<file path="src/xcfr_pkg.sv">
// Package for the XOR-checked frame receiver.
// Holds event codes, field widths and the shared structs; no dependencies.
package xcfr_pkg;

    localparam int ByteW   = 8;
    localparam int EventW  = 2;
    localparam int TotalW  = 9;
    localparam int PosW    = 9;
    localparam int CfgIdxW = 2;

    // Header bytes plus length byte that precede the payload.
    localparam logic [PosW-1:0] PrefixBytes  = 9'd3;
    // Header, length, checksum and end bytes around the payload.
    localparam logic [TotalW-1:0] FrameExtra = 9'd5;

    localparam logic [EventW-1:0] EvNone    = 2'd0;
    localparam logic [EventW-1:0] EvPayload = 2'd1;
    localparam logic [EventW-1:0] EvGood    = 2'd2;
    localparam logic [EventW-1:0] EvError   = 2'd3;

    localparam logic [CfgIdxW-1:0] RegHeaderFirst  = 2'd0;
    localparam logic [CfgIdxW-1:0] RegHeaderSecond = 2'd1;
    localparam logic [CfgIdxW-1:0] RegEndMarker    = 2'd2;

    typedef struct packed {
        logic [ByteW-1:0] header_first;
        logic [ByteW-1:0] header_second;
        logic [ByteW-1:0] end_marker;
    } t_cfg;

    typedef struct packed {
        logic [EventW-1:0] event_res;
        logic [ByteW-1:0]  payload_data;
        logic [ByteW-1:0]  payload_index;
        logic [TotalW-1:0] frame_total;
    } t_result;

endpackage

</file>
<file path="src/xcfr_parser.sv">
// Frame parser state and the per-byte decision logic.
// Depends on xcfr_pkg for the event codes, widths and structs.
module xcfr_parser (
    input  logic                        i_clk,
    input  logic                        i_rst_n,
    input  logic                        i_step,
    input  logic [xcfr_pkg::ByteW-1:0]  i_byte,
    input  xcfr_pkg::t_cfg              i_cfg,
    output xcfr_pkg::t_result           o_result
);

    logic [xcfr_pkg::PosW-1:0]  r_position, n_position;
    logic [xcfr_pkg::ByteW-1:0] r_length, n_length;
    logic [xcfr_pkg::ByteW-1:0] r_xor, n_xor;
    logic [xcfr_pkg::ByteW-1:0] r_checksum, n_checksum;
    logic [xcfr_pkg::PosW-1:0]  payload_end;
    logic [xcfr_pkg::PosW-1:0]  pos_inc;
    logic [xcfr_pkg::PosW-1:0]  pos_off;

    assign payload_end = {1'b0, r_length} + xcfr_pkg::PrefixBytes;
    assign pos_inc     = r_position + 9'd1;
    assign pos_off     = r_position - xcfr_pkg::PrefixBytes;

    always_comb begin
        n_position = r_position;
        n_length   = r_length;
        n_xor      = r_xor;
        n_checksum = r_checksum;
        o_result   = '0;
        if (r_position == 9'd0) begin
            if (i_byte != i_cfg.header_first) begin
                o_result.event_res = xcfr_pkg::EvError;
                n_xor = '0;
            end else begin
                n_position = 9'd1;
            end
        end else if (r_position == 9'd1) begin
            if (i_byte != i_cfg.header_second) begin
                o_result.event_res = xcfr_pkg::EvError;
                n_position = '0;
                n_xor = '0;
            end else begin
                n_position = 9'd2;
            end
        end else if (r_position == 9'd2) begin
            n_length   = i_byte;
            n_xor      = i_byte;
            n_position = xcfr_pkg::PrefixBytes;
        end else if (r_position < payload_end) begin
            o_result.event_res     = xcfr_pkg::EvPayload;
            o_result.payload_data  = i_byte;
            o_result.payload_index = pos_off[xcfr_pkg::ByteW-1:0];
            n_xor      = r_xor ^ i_byte;
            n_position = pos_inc;
        end else if (r_position == payload_end) begin
            n_checksum = i_byte;
            n_position = pos_inc;
        end else begin
            // End byte: checked together with the stored checksum.
            if (i_byte != i_cfg.end_marker || r_checksum != r_xor) begin
                o_result.event_res = xcfr_pkg::EvError;
            end else begin
                o_result.event_res   = xcfr_pkg::EvGood;
                o_result.frame_total = {1'b0, r_length} + xcfr_pkg::FrameExtra;
            end
            n_position = '0;
            n_xor      = '0;
        end
    end

    always_ff @(posedge i_clk) begin
        if (!i_rst_n) begin
            r_position <= '0;
            r_length   <= '0;
            r_xor      <= '0;
            r_checksum <= '0;
        end else if (i_step) begin
            r_position <= n_position;
            r_length   <= n_length;
            r_xor      <= n_xor;
            r_checksum <= n_checksum;
        end
    end

`ifndef SYNTHESIS
    // The position never runs past the end byte of the current frame.
    a_pos_range: assert property (@(posedge i_clk) disable iff (!i_rst_n)
        r_position <= {1'b0, r_length} + xcfr_pkg::FrameExtra - 9'd1)
        else $error("parser position beyond frame end");

    // A good frame always sends the parser back to idle (as does an error; only the good case is checked).
    a_idle_after_end: assert property (@(posedge i_clk) disable iff (!i_rst_n)
        i_step && (o_result.event_res == xcfr_pkg::EvGood) |=> r_position == 9'd0)
        else $error("parser not idle after good frame");

    // Outside a frame the running checksum is cleared.
    a_xor_idle: assert property (@(posedge i_clk) disable iff (!i_rst_n)
        r_position == 9'd0 |-> r_xor == '0)
        else $error("running checksum not cleared while idle");
`endif

endmodule

</file>
<file path="src/xor_checked_frame_receiver_top.sv">
// An accepted byte goes into the input register, is parsed from there into the result
// register, and waits in the input register while the receiver still holds the result.
// Throughput: one byte per cycle while results are taken; the input and result registers
// form a two-stage pipeline that advances whenever the result register is free or taken.
// Reset (i_rst_n low, synchronous) empties both stages, idles the parser and
// clears the three configuration registers to zero. Depends on xcfr_pkg and xcfr_parser.
module xor_checked_frame_receiver_top (
    input  logic        i_clk,
    input  logic        i_rst_n,
    // Configuration write channel.
    input  logic        i_cfg_valid,
    output logic        o_cfg_ready,
    input  logic [1:0]  i_cfg_index,
    input  logic [7:0]  i_cfg_data,
    // Byte stream in.
    input  logic        s_axis_tvalid,
    output logic        s_axis_tready,
    input  logic [7:0]  s_axis_tdata,    // [7:0] rx_byte
    // Result stream out.
    output logic        m_axis_tvalid,
    input  logic        m_axis_tready,
    output logic [31:0] m_axis_tdata,    // [7:0] payload_data, [15:8] payload_index,
                                         // [24:16] frame_total, [31:25] zero
    output logic [1:0]  m_axis_tuser     // [1:0] event_res
);

    xcfr_pkg::t_cfg    r_cfg;
    xcfr_pkg::t_result parse_res;
    xcfr_pkg::t_result r_res;
    logic              r_in_vld;
    logic [7:0]        r_in_byte;
    logic              r_out_vld;
    logic              advance;

    // Configuration is always taken; writes to the unused index are dropped.
    assign o_cfg_ready = 1'b1;

    always_ff @(posedge i_clk) begin
        if (!i_rst_n) begin
            r_cfg <= '0;
        end else if (i_cfg_valid) begin
            unique case (i_cfg_index)
                xcfr_pkg::RegHeaderFirst:  r_cfg.header_first  <= i_cfg_data;
                xcfr_pkg::RegHeaderSecond: r_cfg.header_second <= i_cfg_data;
                xcfr_pkg::RegEndMarker:    r_cfg.end_marker    <= i_cfg_data;
                default: ;
            endcase
        end
    end

    // The second stage moves whenever the result register is empty or being drained.
    assign advance       = !r_out_vld || m_axis_tready;
    assign s_axis_tready = !r_in_vld || advance;

    always_ff @(posedge i_clk) begin
        if (!i_rst_n) begin
            r_in_vld <= 1'b0;
        end else if (s_axis_tready) begin
            r_in_vld <= s_axis_tvalid;
        end
    end

    always_ff @(posedge i_clk) begin
        if (s_axis_tready && s_axis_tvalid) begin
            r_in_byte <= s_axis_tdata;
        end
    end

    // The parser state steps only when the buffered byte moves into the result register.
    xcfr_parser u_parser (
        .i_clk    (i_clk),
        .i_rst_n  (i_rst_n),
        .i_step   (r_in_vld && advance),
        .i_byte   (r_in_byte),
        .i_cfg    (r_cfg),
        .o_result (parse_res)
    );

    always_ff @(posedge i_clk) begin
        if (!i_rst_n) begin
            r_out_vld <= 1'b0;
        end else if (advance) begin
            r_out_vld <= r_in_vld;
        end
    end

    always_ff @(posedge i_clk) begin
        if (advance && r_in_vld) begin
            r_res <= parse_res;
        end
    end

    assign m_axis_tvalid = r_out_vld;
    assign m_axis_tuser  = r_res.event_res;
    assign m_axis_tdata  = {7'd0, r_res.frame_total, r_res.payload_index,
                            r_res.payload_data};

`ifndef SYNTHESIS
    // Only a payload event carries payload data or an index.
    a_payload_fields: assert property (@(posedge i_clk) disable iff (!i_rst_n)
        m_axis_tvalid && (m_axis_tuser != xcfr_pkg::EvPayload) |-> m_axis_tdata[15:0] == '0)
        else $error("payload fields set on a non-payload event");

    // Only a good-frame event carries a frame size, and it is at least five.
    a_total_field: assert property (@(posedge i_clk) disable iff (!i_rst_n)
        m_axis_tvalid |-> ((m_axis_tuser == xcfr_pkg::EvGood) ?
            (m_axis_tdata[24:16] >= xcfr_pkg::FrameExtra) : (m_axis_tdata[24:16] == '0)))
        else $error("frame size field inconsistent with event");

    // A stalled input stage holds the byte while the output is blocked.
    a_input_hold: assert property (@(posedge i_clk) disable iff (!i_rst_n)
        r_in_vld && !advance |=> r_in_vld && $stable(r_in_byte))
        else $error("buffered byte lost during stall");
`endif

endmodule

</file>
<file path="config.mk">
export PLATFORM = sky130hd
export DESIGN_NAME = xor_checked_frame_receiver_top
export DESIGN_NICKNAME = d
export VERILOG_FILES = /design/src/xcfr_pkg.sv /design/src/xcfr_parser.sv /design/src/xor_checked_frame_receiver_top.sv
export SDC_FILE = /design/constraint.sdc
export NUM_CORES = 1
export LEC_CHECK = 0
export ABC_AREA = 1
export BUFFER_PORTS_ARGS = -buffer_cell sky130_fd_sc_hd__buf_2
export CAP_MARGIN = 20
export CORE_MARGIN = 3
export CORE_UTILIZATION = 63
export DETAILED_ROUTE_END_ITERATION = 10
export PLACE_DENSITY = 0.95
export SLEW_MARGIN = 25
export SYNTH_ARGS = -nofsm -noshare
export SYNTH_HDL_FRONTEND = slang
export SYNTH_SLANG_ARGS = --single-unit
</file>
<file path="constraint.sdc">
create_clock -name i_clk -period 4.8 [get_ports i_clk]
set_input_delay 0.48 -clock i_clk [delete_from_list [all_inputs] [get_ports i_clk]]
set_output_delay 0.48 -clock i_clk [all_outputs]
set_load 0.005 [all_outputs]
</file>
==> flow_summary.html, run 1 <==
<table>
<tr><th>Metric</th><th>Value</th></tr>
<tr><th colspan="2">Clock network</th></tr>
<tr><td>Max H-tree Level</td><td>3</td></tr>
<tr><td>Number of clock buffers inserted by TritonCTS</td><td>9</td></tr>
<tr><td>Post-cts resize count</td><td>0</td></tr>
<tr><td>CTS Sinks</td><td>94</td></tr>
<tr><td>Hold-fix buffers, CTS</td><td>0</td></tr>
<tr><td>TritonCTS clock tree</td><td>built</td></tr>
<tr><td>Clock transition at the registers of the reported paths</td><td>0.11 ns</td></tr>
<tr><td>Clock root cell</td><td>clkbuf_8</td></tr>
<tr><td>Post CTS Setup Buffer Count</td><td>0</td></tr>
<tr><td>Clock Tree Buf Depth</td><td>2</td></tr>
<tr><td>Insertion delay to the later sink of the worst-skew pair</td><td>0.38 ns</td></tr>
<tr><th colspan="2">Setup path</th></tr>
<tr><td>Crit-path max FO</td><td>17</td></tr>
<tr><td>Cells on worst reg2reg path</td><td>16</td></tr>
<tr><td>Crit start category</td><td>register</td></tr>
<tr><td>Crit path cell chain</td><td>inv_1 -&gt; ha_1 -&gt; or2_2 -&gt; nor2_1 -&gt; inv_1 -&gt; nor2_1 -&gt; xor2_1 -&gt; ha_1 -&gt; nand2_1 -&gt; a21oi_1 -&gt; nor2_1 -&gt; nand2_1 -&gt; nor2_1 -&gt; nand2_1 -&gt; a21oi_1 -&gt; o21a_1</td></tr>
<tr><td>Capturing element type of the critical path</td><td>register</td></tr>
<tr><td>Dominant delay contributor by cell family on the critical path</td><td>simple AND/OR/NAND/NOR gates</td></tr>
<tr><td>Data arrival time at the worst-slack endpoint</td><td>3.49 ns</td></tr>
<tr><td>Type of the worst setup path</td><td>reg -&gt; reg</td></tr>
<tr><td>Data required time at the worst endpoint</td><td>5.05 ns</td></tr>
<tr><td>Number of logic stages on the critical path including buffering</td><td>16</td></tr>
<tr><td>Crit path max-delay cell type</td><td>nand2_1</td></tr>
<tr><td>Max stage delay on crit path</td><td>0.40 ns</td></tr>
<tr><td>Bufs and invs on worst path</td><td>2</td></tr>
<tr><td>Most prevalent standard cell on the critical path</td><td>nor2_1</td></tr>
<tr><th colspan="2">Cells and area</th></tr>
<tr><td>Commonest non-fill, non-tap cells in the layout</td><td>nand2_1 (148), nor2_1 (80), inv_1 (62)</td></tr>
<tr><td>Summed area of non-filler cells in the final layout</td><td>5560 um2</td></tr>
<tr><td>Filler cell count</td><td>600</td></tr>
<tr><td>Most common cell after layout, fill and taps aside</td><td>nand2_1</td></tr>
<tr><td>Area Growth Syn to Fin</td><td>8.80%</td></tr>
<tr><td>Register cell area after layout</td><td>2230 um2</td></tr>
<tr><td>Fin util</td><td>71.2%</td></tr>
<tr><td>Number of nets in the final layout</td><td>741</td></tr>
<tr><td>Ant. Diodes</td><td>0</td></tr>
<tr><td>Layout cells sized above 1</td><td>13.8%</td></tr>
<tr><td>Area occupied by multi-input gates</td><td>2470 um2</td></tr>
<tr><th colspan="2">Timing</th></tr>
<tr><td>Post-layout minimum cycle time</td><td>3.24 ns</td></tr>
<tr><td>Share of the clock period used by the worst path</td><td>67.4%</td></tr>
<tr><td>Aggregate negative setup slack</td><td>0 ns</td></tr>
<tr><td>Unrepaired setup endpoints after global routing</td><td>false</td></tr>
<tr><td>Worst slew margin</td><td>50.9%</td></tr>
<tr><td>Max Fclk</td><td>309 MHz</td></tr>
<tr><td>Hold violation total from the final report</td><td>0</td></tr>
<tr><td>Clock skew</td><td>0.0179 ns</td></tr>
<tr><td>Transition time of the tightest slew-check pin</td><td>0.730 ns</td></tr>
<tr><td>Pins over their slew limit</td><td>0</td></tr>
<tr><td>Number of failing setup endpoints in the final timing report</td><td>0</td></tr>
<tr><th colspan="2">Logic synthesis</th></tr>
<tr><td>Async set-reset flop share out of synthesis</td><td>0%</td></tr>
<tr><td>Cell variety after synth</td><td>41</td></tr>
<tr><td>Number of cells produced by synthesis</td><td>660</td></tr>
<tr><td>Number of flops mapped to enable cells by yosys</td><td>35</td></tr>
<tr><td>Number of synthesized register bits</td><td>94</td></tr>
<tr><td>Area of the mapped netlist</td><td>5110 um2</td></tr>
<tr><td>Average cell area after synthesis</td><td>7.74 um2</td></tr>
<tr><td>Seq/Total Area, Yosys</td><td>43.7%</td></tr>
<tr><td>Most used flip-flop cell after synthesis</td><td>dfxtp_1</td></tr>
<tr><td>Warnings from Yosys</td><td>0</td></tr>
<tr><th colspan="2">Run status</th></tr>
<tr><td>Outcome</td><td>completed</td></tr>
<tr><th colspan="2">Place</th></tr>
<tr><td>Weighted congestion reported at the end of routability-driven placement</td><td>0.945</td></tr>
<tr><td>Number of buffers inserted by port buffering</td><td>51</td></tr>
<tr><td>Cell Area, Placed</td><td>5360 um2</td></tr>
<tr><td>Detailed placer's ending HPWL</td><td>8850 um</td></tr>
<tr><th colspan="2">Pwr</th></tr>
<tr><td>Peak VDD IR</td><td>225 uV</td></tr>
<tr><td>Static leakage</td><td>0.00233 uW</td></tr>
<tr><td>Power per unit of standard cell area</td><td>270 nW/um2</td></tr>
<tr><th colspan="2">Floorplan</th></tr>
<tr><td>Chip width</td><td>96.0 um</td></tr>
<tr><td>Placement row count</td><td>32</td></tr>
<tr><td>Die Outline Area</td><td>9220 um2</td></tr>
<tr><td>Core area</td><td>7810 um2</td></tr>
<tr><td># IOs</td><td>60</td></tr>
<tr><td>Vertical extent of the die</td><td>96.0 um</td></tr>
<tr><td>Effective utilization at floorplan</td><td>65.4%</td></tr>
<tr><th colspan="2">Drt</th></tr>
<tr><td>Drt total wl</td><td>12,000 um</td></tr>
<tr><td>Vias per cell</td><td>5.60</td></tr>
<tr><td>Met2 wirelength from detailed routing</td><td>5970 um</td></tr>
<tr><td>Drt first pass iters</td><td>5</td></tr>
<tr><td>Number of design-rule violations left by the first detailed-router iteration</td><td>310</td></tr>
<tr><td>Routed length per instance</td><td>14.9 um</td></tr>
<tr><td>Highest metal used</td><td>met4</td></tr>
<tr><td>Post-route met1 wirelength</td><td>4780 um</td></tr>
<tr><td>Via Count</td><td>4,532</td></tr>
<tr><td>Detailed-routed wire length on met3</td><td>942 um</td></tr>
<tr><td>Residual antenna-violating net count after detailed routing</td><td>0</td></tr>
<tr><td>Number of DRC violations after detailed routing</td><td>0</td></tr>
<tr><th colspan="2">Global route</th></tr>
<tr><td>Global-route wire length before repair</td><td>19,600 um</td></tr>
<tr><td>Vias in the first global route</td><td>4,282</td></tr>
<tr><td>Number of antenna violations at the first check in global routing</td><td>0</td></tr>
<tr><td>Global route total overflow</td><td>0</td></tr>
<tr><td>Gr usage total</td><td>27.4%</td></tr>
<tr><td>Pin count of the biggest net entering global routing</td><td>45</td></tr>
<tr><th colspan="2">Worst hold path</th></tr>
<tr><td>Hold-critical path depth</td><td>1</td></tr>
<tr><td>Type of the most critical hold path</td><td>in -&gt; reg</td></tr>
<tr><th colspan="2">Flow run</th></tr>
<tr><td>MaxCap Viol Count</td><td>0</td></tr>
</table>
[cell type report]
cell class              instances  share of cell area [%]
well taps                     102                    2.30
inverters                      74                    5.00
repair buffers                 51                    4.59
clock buffers                   9                    2.23
clock inverters                 7                    1.22
multi-input cells             473                    44.5
flip-flops and latches         94                    40.2
[registers in the layout, indices dropped and copies added (netlist names)]
| signal | count |
|---|---|
| m_axis_tdata | 25 |
| m_axis_tuser | 2 |
| m_axis_tvalid | 1 |
| r_cfg | 24 |
| r_in_byte | 8 |
| r_in_vld | 1 |
| u_parser.r_checksum | 8 |
| u_parser.r_length | 8 |
| u_parser.r_position | 9 |
| u_parser.r_xor | 8 |
[metal layers]
| layer | vias to the layer above | global-route usage [%] |
|---|---|---|
| met5 | - | 0 |
| met4 | 0 | 11.6 |
| met3 | 34 | 4.77 |
| met2 | 211 | 46.7 |
| met1 | 2073 | 34.1 |
| li1 | 2214 | - |
[Yosys cell counts (2+ instances only)]
cell      instances  share of area [%]
nand3_1          26                2.5
or2_2             3               0.37
ha_1             15                3.7
inv_1            63                4.6
nand2_1         148                 11
xor2_1           14                2.4
nand3_2           2               0.39
clkbuf_1          7               0.51
edfxtp_1         35                 21
inv_2            10               0.74
o21ai_0          45                4.4
a21oi_2           2               0.34
nand3b_1         10                1.5
xnor2_1          21                3.6
buf_4            10                1.5
buf_2             5               0.49
nor3_1            8               0.78
o21ai_1           5               0.49
a21oi_1          58                5.7
clkbuf_2          2               0.20
nor2_1           80                5.9
conb_1            2               0.15
nand4_1          11                1.3
nor2_2            3               0.37
dfxtp_1          59                 23
[logic make-up (layout without fill, tap and decap cells)]
group                    after synthesis  count (layout)  share of synthesized area [%]
buffers and inverters                 99             141                           8.33
AO/OA/AOI/OAI                        113             113                           11.5
other                                  2               8                          0.147
adder cells (fa/ha/maj)               15              15                           3.68
XOR/XNOR                              35              35                           6.00
flip-flops                            94              94                           43.7
AND/OR/NAND/NOR                      302             302                           26.6
[through the flow]
stage,hold slack [ns],cells,setup WS [ns],total power [uW]
floorplan,0.435,666,2.04,959
global placement,0.447,794,1.76,989
detailed placement,0.453,794,1.61,996
CTS,0.275,810,1.59,1490
global route,0.269,810,1.18,1540
finish,0.276,810,1.56,1500
[worst paths after layout]
kind	end	slack, ns	startpoint
setup / recovery	m_axis_tdata[15]	1.56	u_parser.r_length[0]
hold / removal	r_in_byte[6]	0.28	s_axis_tdata[6]
setup reg to reg	m_axis_tdata[15]	1.56	u_parser.r_length[0]
hold reg to reg	u_parser.r_checksum[5]	0.47	u_parser.r_checksum[5]
[worst reg2reg max path, stage by stage, from the launching register on]
cell	delay, ns
dfxtp_1	0.38
inv_1	0.10
ha_1	0.22
or2_2	0.31
nor2_1	0.14
inv_1	0.07
nor2_1	0.11
xor2_1	0.17
ha_1	0.27
nand2_1	0.08
a21oi_1	0.06
nor2_1	0.15
nand2_1	0.07
nor2_1	0.16
nand2_1	0.40
a21oi_1	0.27
o21a_1	0.14
[where the power goes]
group	internal, uW	total [uW]	leakage [uW]	switching [uW]
clock network	200	518	0.0000872	318
registers	849	869	0.000811	19.6
logic	41.3	111	0.00143	69.8
total	1090	1500	0.00233	408
(Power assumes the default switching activity.)
==> inputs of run 2 (changes only) <==
Settings changed: CORE_UTILIZATION 63 to 59, PLACE_DENSITY 0.95 to 0.92.
Clock period 4.8 ns to 3 ns, I/O delays scaled along.
==> run 2 against run 1 <==
Net effect: core utilization fell by 2.2 points; sequential cell count did not move; combinational power rose by 63%; sequential power rose by 60%; design area rose by 3.0%; critical path depth did not move; die area rose by 6.4%; clock skew fell by 0.00088 ns; via count rose by 1.7%; worst hold slack got worse by 0.18 ns; worst setup slack got worse by 1.5 ns; critical path type unchanged; largest power group unchanged; highest routed layer unchanged.
==> flow_summary.html, run 2 (same netlist as run 1, synthesis figures left out) <==
<table>
<tr><th>Metric</th><th>Value</th></tr>
<tr><th colspan="2">Drt</th></tr>
<tr><td>Drt total wl</td><td>11,800 um</td></tr>
<tr><td>Drt first pass iters</td><td>5</td></tr>
<tr><td>Residual antenna-violating net count after detailed routing</td><td>0</td></tr>
<tr><td>Number of DRC violations after detailed routing</td><td>0</td></tr>
<tr><td>Number of design-rule violations left by the first detailed-router iteration</td><td>252</td></tr>
<tr><td>Vias per cell</td><td>5.62</td></tr>
<tr><td>Via Count</td><td>4,609</td></tr>
<tr><td>Routed length per instance</td><td>14.4 um</td></tr>
<tr><th colspan="2">Cells and area</th></tr>
<tr><td>Number of nets in the final layout</td><td>748</td></tr>
<tr><td>Most common cell after layout, fill and taps aside</td><td>nand2_1</td></tr>
<tr><td>Fin util</td><td>69.0%</td></tr>
<tr><td>Layout cells sized above 1</td><td>16.9%</td></tr>
<tr><td>Filler cell count</td><td>643</td></tr>
<tr><td>Area Growth Syn to Fin</td><td>12.1%</td></tr>
<tr><td>Largest register FFs</td><td>25</td></tr>
<tr><td>Ant. Diodes</td><td>0</td></tr>
<tr><td>Count of placed standard cells in the final layout, fillers left out</td><td>820</td></tr>
<tr><td>Commonest non-fill, non-tap cells in the layout</td><td>nand2_1 (144), nor2_1 (76), inv_1 (62)</td></tr>
<tr><th colspan="2">Setup path</th></tr>
<tr><td>Worst setup slack for register-to-register paths</td><td>0.08 ns</td></tr>
<tr><td>Reg2Reg Launch Point</td><td>u_parser.r_length[0]</td></tr>
<tr><td>Capturing element type of the critical path</td><td>register</td></tr>
<tr><td>Cells on worst reg2reg path</td><td>16</td></tr>
<tr><td>Type of the worst setup path</td><td>reg -&gt; reg</td></tr>
<tr><td>Endpoint of the most critical register-to-register path</td><td>m_axis_tdata[24]</td></tr>
<tr><td>Crit start category</td><td>register</td></tr>
<tr><td>CP startpoint</td><td>u_parser.r_length[0]</td></tr>
<tr><td>CP endpoint</td><td>m_axis_tdata[24]</td></tr>
<tr><td>Data required time at the worst endpoint</td><td>3.22 ns</td></tr>
<tr><td>Crit-path max FO</td><td>5</td></tr>
<tr><td>Data arrival time at the worst-slack endpoint</td><td>3.15 ns</td></tr>
<tr><th colspan="2">Global route</th></tr>
<tr><td>Number of antenna violations at the first check in global routing</td><td>0</td></tr>
<tr><td>Gr usage total</td><td>24.0%</td></tr>
<tr><td>Pin count of the biggest net entering global routing</td><td>45</td></tr>
<tr><td>Global route total overflow</td><td>0</td></tr>
<tr><td>Global-route wire length before repair</td><td>19,100 um</td></tr>
<tr><td>Vias in the first global route</td><td>4,250</td></tr>
<tr><th colspan="2">Clock network</th></tr>
<tr><td>Clock Tree Buf Depth</td><td>2</td></tr>
<tr><td>Hold-fix buffers, CTS</td><td>0</td></tr>
<tr><td>Max H-tree Level</td><td>3</td></tr>
<tr><td>Clock root cell</td><td>clkbuf_8</td></tr>
<tr><td>Insertion delay to the later sink of the worst-skew pair</td><td>0.38 ns</td></tr>
<tr><td>TritonCTS clock tree</td><td>built</td></tr>
<tr><td>Clock transition at the registers of the reported paths</td><td>0.10 ns</td></tr>
<tr><td>CTS Sinks</td><td>94</td></tr>
<tr><td>Number of clock buffers inserted by TritonCTS</td><td>9</td></tr>
<tr><th colspan="2">Run status</th></tr>
<tr><td>Outcome</td><td>completed</td></tr>
<tr><th colspan="2">Timing</th></tr>
<tr><td>Transition time of the tightest slew-check pin</td><td>0.880 ns</td></tr>
<tr><td>Number of failing setup endpoints in the final timing report</td><td>0</td></tr>
<tr><td>Pins over their slew limit</td><td>0</td></tr>
<tr><td>Smallest setup slack after layout</td><td>0.0760 ns</td></tr>
<tr><td>Hold violation total from the final report</td><td>0</td></tr>
<tr><td>Share of the clock period used by the worst path</td><td>97.5%</td></tr>
<tr><td>Worst slew margin</td><td>40.9%</td></tr>
<tr><td>Clock skew</td><td>0.0170 ns</td></tr>
<tr><td>Post-layout minimum cycle time</td><td>2.92 ns</td></tr>
<tr><td>Max Fclk</td><td>342 MHz</td></tr>
<tr><th colspan="2">Worst hold path</th></tr>
<tr><td>Type of the most critical hold path</td><td>in -&gt; reg</td></tr>
<tr><td>Hold-critical path depth</td><td>1</td></tr>
<tr><th colspan="2">Floorplan</th></tr>
<tr><td># IOs</td><td>60</td></tr>
<tr><td>Chip width</td><td>99.0 um</td></tr>
<tr><td>Vertical extent of the die</td><td>99.0 um</td></tr>
<tr><td>Placement row count</td><td>33</td></tr>
<tr><td>Core area</td><td>8300 um2</td></tr>
<tr><td>Die Outline Area</td><td>9810 um2</td></tr>
<tr><td>Effective utilization at floorplan</td><td>61.5%</td></tr>
<tr><th colspan="2">Place</th></tr>
<tr><td>Weighted congestion reported at the end of routability-driven placement</td><td>0.960</td></tr>
<tr><td>Worst-case setup slack after placement</td><td>-0.0514 ns</td></tr>
<tr><td>Total instance count after detailed placement</td><td>802</td></tr>
<tr><td>Number of buffers inserted by port buffering</td><td>51</td></tr>
<tr><td>Detailed placer's ending HPWL</td><td>8480 um</td></tr>
<tr><th colspan="2">Flow run</th></tr>
<tr><td>MaxCap Viol Count</td><td>0</td></tr>
<tr><th colspan="2">Pwr</th></tr>
<tr><td>Peak VDD IR</td><td>312 uV</td></tr>
<tr><td>Static leakage</td><td>0.00242 uW</td></tr>
<tr><td>Power per unit of standard cell area</td><td>416 nW/um2</td></tr>
</table>
## run 2: cell types whose count changed in the layout (fill, tap and decap cells not counted), sizes merged
cell and delta:
buf +6, clkinv +3, clkinvlp -3, nand4 +1
## run 2: final cells by class
class / count / area, um2 / share of cell area, %
Clock buffer: 9 / 124 / 2.16
Clock inverter: 7 / 67.6 / 1.18
Inverter: 74 / 278 / 4.85
Multi-Input combinational cell: 474 / 2580 / 45.1
Sequential cell: 94 / 2230 / 39.0
Tap cell: 105 / 131 / 2.30
Timing Repair Buffer: 57 / 304 / 5.31
## run 2: power by group
part / internal (uW) / switching [uW]
clock network: 321 / 490
logic: 67.9 / 113
registers: 1360 / 30.8
## run 2: repair_timing
item	4_1_cts	5_1_grt
gates resized for setup	2	30
cloned	0	1
pin swaps	0	10
buffers inserted	0	1
endpoints found under the setup margin	11	48
hold endpoints to repair	0	0
## run 2: worst min path at each step
stage / startpoint / end / slack (ns)
CTS: s_axis_tdata[1] / r_in_byte[1] / 0.09
finish: s_axis_tdata[1] / r_in_byte[1] / 0.1
floorplan: s_axis_tdata[0] / r_in_byte[0] / 0.40
global placement: u_parser.r_checksum[6] / u_parser.r_checksum[6] / 0.45
detailed placement: r_cfg[2] / r_cfg[2] / 0.45
global route: s_axis_tdata[4] / r_in_byte[4] / 0.09
## run 2: critical path, cell delays in order, from the launching register on
cell and delay (ns):
dfxtp_2 0.34, inv_1 0.07, ha_2 0.19, or2_4 0.26, nor2_4 0.11, inv_1 0.06
nand2_1 0.05, o21ai_0 0.09, ha_1 0.32, nand2_1 0.08, nor2_1 0.23, nand3b_1 0.19
nand3_2 0.13, nand2_1 0.10, inv_2 0.15, nand4_4 0.16, nor3b_2 0.24
## run 2: through the flow
| stage | instance area (um2) | total power [uW] | setup TNS (ns) | hold slack, ns |
|---|---|---|---|---|
| 6_report | 5720 | 2380 | 0 | 0.0990 |
| 5_1_grt | 5720 | 2480 | -0.0118 | 0.0882 |
| 4_1_cts | 5610 | 2380 | 0 | 0.0932 |
| 3_5_place_dp | 5410 | 1590 | -0.0514 | 0.452 |
| 3_3_place_gp | 5410 | 1580 | 0 | 0.447 |
| 2_1_floorplan | 5130 | 1530 | 0 | 0.399 |
## run 2: layer usage
metal	GRT usage (%)	up-vias	share of wire (%)	wire [um]
li1	-	2236	-	-
met1	29.2	2086	39	4600
met2	40.8	238	49	5850
met3	3.33	49	7.4	876
met4	13.2	0	4.2	496
met5	0	-	0	0
